$ cat src/sv/leb_pkg.sv
package leb_pkg;

   localparam int FIFO_DEPTH = 4;
   localparam int FIFO_PTR_W = $clog2(FIFO_DEPTH);
   localparam int FIFO_LVL_W = $clog2(FIFO_DEPTH + 1);

   localparam logic [1:0] KIND_CONT     = 2'd0;
   localparam logic [1:0] KIND_FINAL    = 2'd1;
   localparam logic [1:0] KIND_TOO_LONG = 2'd2;
   localparam logic [1:0] KIND_TRUNC    = 2'd3;

   localparam logic [1:0] STATUS_OK       = 2'd0;
   localparam logic [1:0] STATUS_TOO_LONG = 2'd1;
   localparam logic [1:0] STATUS_TRUNC    = 2'd2;

   localparam logic [3:0] MAX_BYTES      = 4'd10;
   localparam logic [3:0] SEXT_MAX_COUNT = 4'd9;
   localparam logic [6:0] BITS_PER_BYTE  = 7'd7;

   typedef struct packed {
      logic [1:0] kind;
      logic [3:0] count;
      logic [6:0] payload;
      logic       sign_ext;
   } leb_item_type;

endpackage

$ cat src/sv/leb128_stream_decoder_unit.sv
// A byte that ends a value is written into the queue and then into the output register.
// Throughput: one byte per cycle while the queue is not full; the four-entry queue
// and the output register let the input keep flowing while a result waits on rsp_ready.
// Continuation bytes produce no result and never wait on the output register.
// Reset clears the byte counter, the accumulator, the queue pointers and rsp_valid.
module leb128_stream_decoder_unit (
   input  logic        clock,
   input  logic        reset,
   input  logic        req_valid,
   output logic        req_ready,
   input  logic [7:0]  req_data_byte,
   input  logic        req_mode,
   input  logic        req_end_of_buffer,
   output logic        rsp_valid,
   input  logic        rsp_ready,
   output logic [63:0] rsp_value,
   output logic [3:0]  rsp_byte_count,
   output logic [1:0]  rsp_status
);
   import leb_pkg::*;

   logic         queue_full;
   logic         push;
   leb_item_type push_item;
   logic         pop;
   logic         item_valid;
   leb_item_type head_item;

   leb_front u_front (
      .clock             (clock),
      .reset             (reset),
      .req_valid         (req_valid),
      .req_ready         (req_ready),
      .req_data_byte     (req_data_byte),
      .req_mode          (req_mode),
      .req_end_of_buffer (req_end_of_buffer),
      .queue_full        (queue_full),
      .push              (push),
      .push_item         (push_item)
   );

   leb_queue u_queue (
      .clock      (clock),
      .reset      (reset),
      .push       (push),
      .push_item  (push_item),
      .full       (queue_full),
      .pop        (pop),
      .item_valid (item_valid),
      .head_item  (head_item)
   );

   leb_back u_back (
      .clock          (clock),
      .reset          (reset),
      .item_valid     (item_valid),
      .head_item      (head_item),
      .pop            (pop),
      .rsp_valid      (rsp_valid),
      .rsp_ready      (rsp_ready),
      .rsp_value      (rsp_value),
      .rsp_byte_count (rsp_byte_count),
      .rsp_status     (rsp_status)
   );

endmodule

$ cat src/sv/leb_front.sv
module leb_front (
   input  logic                 clock,
   input  logic                 reset,
   input  logic                 req_valid,
   output logic                 req_ready,
   input  logic [7:0]           req_data_byte,
   input  logic                 req_mode,
   input  logic                 req_end_of_buffer,
   input  logic                 queue_full,
   output logic                 push,
   output leb_pkg::leb_item_type push_item
);
   import leb_pkg::*;

   logic [3:0] count_ff;
   logic [3:0] count_in;
   logic [3:0] count_next;

   always_comb begin
      count_next         = count_ff + 4'd1;
      push_item.payload  = req_data_byte[6:0];
      push_item.count    = count_next;
      push_item.sign_ext = req_mode & req_data_byte[6] & (count_next <= SEXT_MAX_COUNT);
      if (count_ff >= MAX_BYTES) begin
         push_item.kind  = KIND_TOO_LONG;
         push_item.count = MAX_BYTES + 4'd1;
      end else if (req_data_byte[7] && req_end_of_buffer) begin
         push_item.kind = KIND_TRUNC;
      end else if (req_data_byte[7]) begin
         push_item.kind = KIND_CONT;
      end else begin
         push_item.kind = KIND_FINAL;
      end
   end

   assign req_ready = !queue_full;
   assign push      = req_valid && !queue_full;

   always_comb begin
      count_in = count_ff;
      if (push) begin
         count_in = (push_item.kind == KIND_CONT) ? count_next : 4'd0;
      end
   end

   always_ff @(posedge clock) begin
      if (reset) begin
         count_ff <= 4'd0;
      end else begin
         count_ff <= count_in;
      end
   end

endmodule

$ cat src/sv/leb_queue.sv
module leb_queue (
   input  logic                  clock,
   input  logic                  reset,
   input  logic                  push,
   input  leb_pkg::leb_item_type push_item,
   output logic                  full,
   input  logic                  pop,
   output logic                  item_valid,
   output leb_pkg::leb_item_type head_item
);
   import leb_pkg::*;

   leb_item_type          entries_ff [FIFO_DEPTH];
   logic [FIFO_PTR_W-1:0] wr_ptr_ff;
   logic [FIFO_PTR_W-1:0] wr_ptr_in;
   logic [FIFO_PTR_W-1:0] rd_ptr_ff;
   logic [FIFO_PTR_W-1:0] rd_ptr_in;
   logic [FIFO_LVL_W-1:0] level_ff;
   logic [FIFO_LVL_W-1:0] level_in;
   logic                  do_pop;

   assign full       = (level_ff == FIFO_LVL_W'(FIFO_DEPTH));
   assign item_valid = (level_ff != '0);
   assign head_item  = entries_ff[rd_ptr_ff];
   assign do_pop     = pop && item_valid;

   always_comb begin
      wr_ptr_in = push ? wr_ptr_ff + FIFO_PTR_W'(1) : wr_ptr_ff;
      rd_ptr_in = do_pop ? rd_ptr_ff + FIFO_PTR_W'(1) : rd_ptr_ff;
      level_in  = level_ff;
      if (push && !do_pop) begin
         level_in = level_ff + FIFO_LVL_W'(1);
      end else if (do_pop && !push) begin
         level_in = level_ff - FIFO_LVL_W'(1);
      end
   end

   always_ff @(posedge clock) begin
      if (push) begin
         entries_ff[wr_ptr_ff] <= push_item;
      end
   end

   always_ff @(posedge clock) begin
      if (reset) begin
         wr_ptr_ff <= '0;
         rd_ptr_ff <= '0;
         level_ff  <= '0;
      end else begin
         wr_ptr_ff <= wr_ptr_in;
         rd_ptr_ff <= rd_ptr_in;
         level_ff  <= level_in;
      end
   end

`ifndef SYNTH
   a_level_bound: assert property (@(posedge clock) disable iff (reset)
      level_ff <= FIFO_LVL_W'(FIFO_DEPTH))
      else $error("queue level exceeds depth");
   a_no_push_full: assert property (@(posedge clock) disable iff (reset)
      full |-> !push)
      else $error("push into a full queue");
   a_ptr_level: assert property (@(posedge clock) disable iff (reset)
      (level_ff == '0) |-> (wr_ptr_ff == rd_ptr_ff))
      else $error("empty queue with unequal pointers");
`endif

endmodule

$ cat src/sv/leb_back.sv
module leb_back (
   input  logic                  clock,
   input  logic                  reset,
   input  logic                  item_valid,
   input  leb_pkg::leb_item_type head_item,
   output logic                  pop,
   output logic                  rsp_valid,
   input  logic                  rsp_ready,
   output logic [63:0]           rsp_value,
   output logic [3:0]            rsp_byte_count,
   output logic [1:0]            rsp_status
);
   import leb_pkg::*;

   logic [63:0] acc_ff;
   logic [63:0] acc_in;
   logic        rsp_valid_ff;
   logic        rsp_valid_in;
   logic [63:0] value_ff;
   logic [63:0] value_in;
   logic [3:0]  count_ff;
   logic [3:0]  count_in;
   logic [1:0]  status_ff;
   logic [1:0]  status_in;
   logic        out_free;
   logic [3:0]  index;
   logic [6:0]  shamt_full;
   logic [6:0] ext_full;
   logic [63:0] merged;
   logic [63:0] ext_mask;
   logic        finishing;

   assign out_free  = !rsp_valid_ff || rsp_ready;
   assign pop       = item_valid && ((head_item.kind == KIND_CONT) || out_free);
   assign finishing = pop && (head_item.kind != KIND_CONT);

   always_comb begin
      index      = head_item.count - 4'd1;
      shamt_full = {index, 3'b000} - {3'b000, index};
      ext_full   = shamt_full + BITS_PER_BYTE;
      merged     = acc_ff | ({57'd0, head_item.payload} << shamt_full[5:0]);
      ext_mask   = head_item.sign_ext ? (~64'd0 << ext_full[5:0]) : 64'd0;
   end

   always_comb begin
      acc_in       = acc_ff;
      rsp_valid_in = rsp_valid_ff;
      value_in     = value_ff;
      count_in     = count_ff;
      status_in    = status_ff;
      if (pop) begin
         acc_in = (head_item.kind == KIND_CONT) ? merged : 64'd0;
      end
      if (finishing) begin
         rsp_valid_in = 1'b1;
         count_in     = head_item.count;
         case (head_item.kind)
            KIND_FINAL: begin
               value_in  = merged | ext_mask;
               status_in = STATUS_OK;
            end
            KIND_TOO_LONG: begin
               value_in  = 64'd0;
               status_in = STATUS_TOO_LONG;
            end
            default: begin
               value_in  = 64'd0;
               status_in = STATUS_TRUNC;
            end
         endcase
      end else if (rsp_ready) begin
         rsp_valid_in = 1'b0;
      end
   end

   always_ff @(posedge clock) begin
      if (reset) begin
         acc_ff       <= 64'd0;
         rsp_valid_ff <= 1'b0;
      end else begin
         acc_ff       <= acc_in;
         rsp_valid_ff <= rsp_valid_in;
      end
   end

   always_ff @(posedge clock) begin
      value_ff  <= value_in;
      count_ff  <= count_in;
      status_ff <= status_in;
   end

   assign rsp_valid      = rsp_valid_ff;
   assign rsp_value      = value_ff;
   assign rsp_byte_count = count_ff;
   assign rsp_status     = status_ff;

`ifndef SYNTH
   a_too_long_count: assert property (@(posedge clock) disable iff (reset)
      (rsp_valid_ff && (status_ff == STATUS_TOO_LONG)) |-> (count_ff == MAX_BYTES + 4'd1))
      else $error("too-long result with wrong byte count");
   a_error_zero: assert property (@(posedge clock) disable iff (reset)
      (rsp_valid_ff && (status_ff != STATUS_OK)) |-> (value_ff == 64'd0))
      else $error("error result with nonzero value");
   a_count_range: assert property (@(posedge clock) disable iff (reset)
      rsp_valid_ff |-> ((count_ff != 4'd0) && (count_ff <= MAX_BYTES + 4'd1)))
      else $error("result byte count out of range");
   a_acc_clear: assert property (@(posedge clock) disable iff (reset)
      finishing |=> (acc_ff == 64'd0))
      else $error("accumulator not cleared after a result");
`endif

endmodule

$ cat config.mk
export PLATFORM = sky130hd
export DESIGN_NAME = leb128_stream_decoder_unit
export DESIGN_NICKNAME = d
export VERILOG_FILES = /design/src/sv/leb_pkg.sv /design/src/sv/leb128_stream_decoder_unit.sv /design/src/sv/leb_front.sv /design/src/sv/leb_queue.sv /design/src/sv/leb_back.sv
export SDC_FILE = /design/constraint.sdc
export NUM_CORES = 1
export LEC_CHECK = 0
export BUFFER_PORTS_ARGS = -buffer_cell sky130_fd_sc_hd__buf_2
export CAP_MARGIN = 0
export CELL_PAD_IN_SITES_DETAIL_PLACEMENT = 1
export CELL_PAD_IN_SITES_GLOBAL_PLACEMENT = 2
export CORE_ASPECT_RATIO = 0.75
export CORE_MARGIN = 2
export CORE_UTILIZATION = 40
export CTS_BUF_LIST = sky130_fd_sc_hd__clkbuf_4
export CTS_CLUSTER_DIAMETER = 50
export DETAILED_ROUTE_END_ITERATION = 16
export PLACE_DENSITY = 0.82
export SYNTH_ARGS = -nofsm -noshare
export SYNTH_HDL_FRONTEND = slang
export SYNTH_SLANG_ARGS = --single-unit
$ cat constraint.sdc
create_clock -name clock -period 7.1 [get_ports clock]
set_input_delay 0.71 -clock clock [delete_from_list [all_inputs] [get_ports clock]]
set_output_delay 0.71 -clock clock [all_outputs]
set_load 0.03 [all_outputs]
# Word-level counts from Yosys, hierarchy flattened
# Memory sizes are Yosys's and may differ from the RTL's. A register that Yosys moved wholly into a read port is not among the register bits.
# Cells that the tools add are included.
[totals]
out_inout_bits = 72
wordCells = 64
latch_bits = 0
input_bits = 14
reg_bits = 146
ramBits = 56
n_memories = 1
rom_bits = 0
[classes]
shift = 2
multipliers = 0
n_mux = 16
magnitude_cmp = 2
eq_ne = 3
div_mod_pow = 0
bitwise_logic = 4
n_reduce_logical = 19
add_sub_neg = 8
[mem_list]
columns = ["name", "words", "word_bits", "read_ports", "rd_clocked_by_memory_dff", "wr", "line_no", "rtl"]
rows = [
  ["u_queue.entries_ff", 4, 14, 1, 1, 1, "leb_queue.sv:13", "leb_item_type entries_ff [FIFO_DEPTH];"],
]
[op_table]
columns = ["operator", "count"]
rows = [
  ["$mux W64", 2],
  ["$or A64 B64 Y64", 2],
  ["$shl A64 B6 Y64 const A", 1],
  ["$shl A7 B6 Y64", 1],
  ["$mux W2", 4],
  ["$mux W4", 2],
  ["$logic_and A1 B1 Y1", 7],
  ["$add A6 B3 Y6 const B", 1],
  ["$mux W3", 2],
  ["$reduce_bool A2 Y1", 3],
  ["$sub A6 B4 Y6", 1],
  ["$mux W1", 5],
  ["$add A2 B1 Y2 const B", 2],
  ["$add A4 B1 Y4 const B", 1],
  ["$ge A4 B4 Y1 const B", 1],
  ["$le A4 B4 Y1 const B", 1],
  ["$logic_not A1 Y1", 4],
  ["$logic_not A2 Y1", 2],
  ["$pmux W2 S2", 1],
  ["$sub A4 B1 Y4 const B", 1],
  ["$add A3 B1 Y3 const B", 1],
  ["$eq A3 B3 Y1 const B", 1],
  ["$reduce_bool A3 Y1", 1],
  ["$sub A3 B1 Y3 const B", 1],
  ["other kinds (4)", 6],
]

# Logic depth before layout (Yosys ltp)
[depth]
word_depth = 8
mapped_depth = 19
ltp_nobuf = 13

# Cells and area by module
# A second synthesis with hierarchy kept.
[hier_totals]
cells_unflattened = 832
hier_area_um2 = 9267.6
[by_module_without_submodules]
columns = ["mod", "cells_each", "seq_area_each_um2", "instances", "area_per_inst_um2"]
rows = [
  ["leb_back", 662, 3403.3, 1, 6368.6],
  ["leb_queue", 117, 1861.8, 1, 2492.4],
  ["leb_front", 53, 80.1, 1, 406.6],
]

# Least setup slack after synthesis
# OpenSTA, ideal clock, no wires.
[synth_path]
path_kind = "register -> register"
startpoint = "register with a tool-made name"
endpoint = "register u_back.acc_ff[0]"
arrival_time_ps = 6079
t_required_ps = 6972
period_less_slack_ps = 6207
slack_ps = 893
n_path_buf = 5
path_stages_with_launch = 14
setup_ps = 128
path_cell_list = "dfxtp_1 clkbuf_1 clkbuf_1 mux4_2 inv_1 ha_1 o32a_1 clkbuf_1 inv_1 nor2_1 or2_2 buf_1 clkbuf_1 nor2_1"
[synth_rtl]
columns = ["item", "line_no", "rtl"]
rows = [
  ["end signal, assigned", "leb_back.sv:81", "acc_ff <= acc_in;"],
  ["end, declared", "leb_back.sv:15", "logic [63:0] acc_ff;"],
]

==> impl_metrics.tcl <==
set metrics [dict create \
    fin_nets 975 \
    first_iter_violations 523 \
    min_path_type "in2reg" \
    worst-endpoint-arrival_ns 5.88 \
    final-seq-area_sq_mm 0.00535 \
    grt-ovfl-total 0 \
    cts_tree "built" \
    root_buffer "clkbuf_4" \
    grt_usage_pct 22.9 \
    async_reset_ff_share_pct 0 \
    cp_max_fo 19 \
    antenna_found_initial 0 \
    fin_worst_hold_slack_ns 0.268 \
    core_region_area_sq_mm 0.0229 \
    clock_latency_ns 0.68 \
    synth_ff_type "edfxtp_1" \
    post_cts_buffers 0 \
    die_x_microns 180 \
    dp_slack_ns 1.67 \
    r2r_slack_ns 1.66 \
    grt_pass1_wl_mm 43.1 \
    start_kind "register" \
    vias 7264 \
    wire_per_inst_microns 21.9 \
    gp_congestion 0.872 \
    worstPathRequired_ns 7.54 \
    setup_viol 0 \
    drc 0 \
    cts-buffers-inserted 52 \
    drive_gt1_share_pct 22.5 \
    slew_headroom_pct 7.55 \
    cp-end-kind "register" \
    initial_core_util_pct 40.6 \
    synth-seq-area-share_pct 57.4 \
    fin_setup_tns_ns 0 \
    viasPerCell 5.64 \
    yosys_warnings 0 \
    avgSynthCellArea_sq_um 11.0 \
    r2r_end "u_back.rsp_value[29]" \
    die-area_sq_mm 0.0245 \
    rows 48 \
    io_buffer_count 85 \
    nFillCells 2549 \
    grt_pass1_vias 7158 \
    yosys_register_bits 204 \
    status "complete, no violations" \
    rsz0062_at_grt "no" \
    die_y_microns 136 \
    clock-sinks 204 \
    diodes 0 \
    min_period_ns 5.44 \
    reg2reg_depth 15 \
    fin_ws_ns 1.66 \
    h-tree-depth 2 \
    maxCapViolations 0 \
    ys_types 64 \
    period_share_pct 76.6 \
    dp_hpwl_mm 19.4 \
    tightest_slew_ns 1.38 \
    synth_fp_nets 879 \
    synth-edff-count 126 \
    ant_nets 0 \
    io_pins 86 \
    crit_type "reg2reg" \
    finClkSkew_ns 0.0615 \
    multi_input_area_sq_mm 0.00362 \
    final_cell_mix "nor2_1 (128), a21oi_1 (128), edfxtp_1 (126), clkbuf_4 (89), buf_2 (85)" \
    final-hold-violation-count 0 \
    endpoint "u_back.rsp_value[29]" \
    ctsHoldBuffers 0 \
    synth_cells 847 \
    maxSlewViolCount 0 \
    dr.pass1.iters 5 \
    cts_resized 0 \
    fmax_mhz 184 \
    synth.cell_area_sq_mm 0.00931 \
    clk_pin_slew_ns 0.07 \
    wirelength_mm 28.2 \
    syn_to_final_growth_pct 14.9 \
    cts_max_path_buffers 3 \
    grt_start_max_net_pins 65 \
]
[registers in the layout, summed over array words and instances (netlist names), named ones only]
signal / count
u_front.count_ff: 4
u_queue.wr_ptr_ff: 2
u_queue.entries_ff: 56
u_queue.level_ff: 3
u_back.rsp_value: 64
u_back.acc_ff: 64
u_queue.rd_ptr_ff: 2
u_back.rsp_byte_count: 4
u_back.rsp_valid: 1
u_back.rsp_status: 2
[metrics by stage]
stage          cell area, sq um  cells  util (%)
2_1_floorplan              9310    847         -
3_3_place_gp               9960   1189      43.4
3_5_place_dp               9960   1189      43.4
4_1_cts                   10700   1287      46.6
5_1_grt                   10700   1287      46.6
6_report                  10700   1287      46.6
[Yosys cell counts (6+ instances only)]
cell        n  share of area, %
a221oi_1    9              0.85
nand2_1    34               1.4
buf_2      11              0.59
mux2i_1    22               2.4
mux4_2     14               3.4
xnor2_1     6              0.56
ha_1       17               2.3
a21o_1     19               1.5
nor3_1     15              0.81
inv_1      23              0.93
dfxtp_1    78                17
edfxtp_1  126                41
a31oi_1    16               1.1
clkbuf_1   37               1.5
nand2b_1   12              0.81
o21ai_0    14              0.75
o21a_1      8              0.65
o22ai_1    14              0.94
mux2_2      7              0.85
nor2_1    129               5.2
nand3_1     9              0.48
a21oi_1   128               6.9
o31a_1      9              0.85
and3_1      7              0.47
[cell families after synthesis]
group,share of synthesized area (%)
buf+inv,3.70
simple gates,11.6
xor+xnor,1.59
fa+ha+maj,2.50
mux,6.60
compound gates,16.5
flops,57.4
[routing by layer]
layer / vias to the layer above / share of wire [%] / global-route usage (%)
li1: 3352 / - / -
met1: 3620 / 49 / 35.3
met2: 259 / 41 / 32.0
met3: 33 / 7.9 / 5.55
met4: 0 / 1.3 / 5.78
met5: - / 0 / 0
[worst min path at each step]
| stage | startpoint | endpoint | slack [ns] | depth (start not counted) |
|---|---|---|---|---|
| after floorplan | u_back.acc_ff[2] | u_back.acc_ff[2] | 0.43 | 2 |
| after global placement | u_back.acc_ff[37] | u_back.acc_ff[37] | 0.44 | 2 |
| after detailed placement | u_back.acc_ff[7] | u_back.acc_ff[7] | 0.45 | 2 |
| after CTS | req_data_byte[0] | u_queue.entries_ff[2][1] | 0.24 | 1 |
| after global routing | req_data_byte[2] | u_queue.entries_ff[3][3] | 0.24 | 1 |
| final | req_data_byte[2] | u_queue.entries_ff[2][3] | 0.27 | 1 |
[cell type report]
class | instances | share of cell area [%]
inverters | 24 | 0.842
well taps | 300 | 3.51
clock inverters | 9 | 0.573
clock buffers | 89 | 6.25
repair buffers | 99 | 4.96
flip-flops and latches | 204 | 50.0
multi-input cells | 562 | 33.9
[critical path, stage by stage, from the launching register on]
cell	delay (ns)
dfxtp_1	0.31
buf_4	0.33
mux4_2	0.79
inv_1	0.22
ha_1	0.47
xnor2_4	0.19
inv_2	0.10
ha_1	0.30
inv_1	0.22
nor4_1	0.51
o211ai_1	0.22
xnor2_2	0.41
nand2b_1	0.61
buf_4	0.31
a21oi_1	0.06
o21a_1	0.19
Power is left out: the tool's default activity adds up to more than one toggle a clock period on the data nets, which glitch-free logic cannot reach.
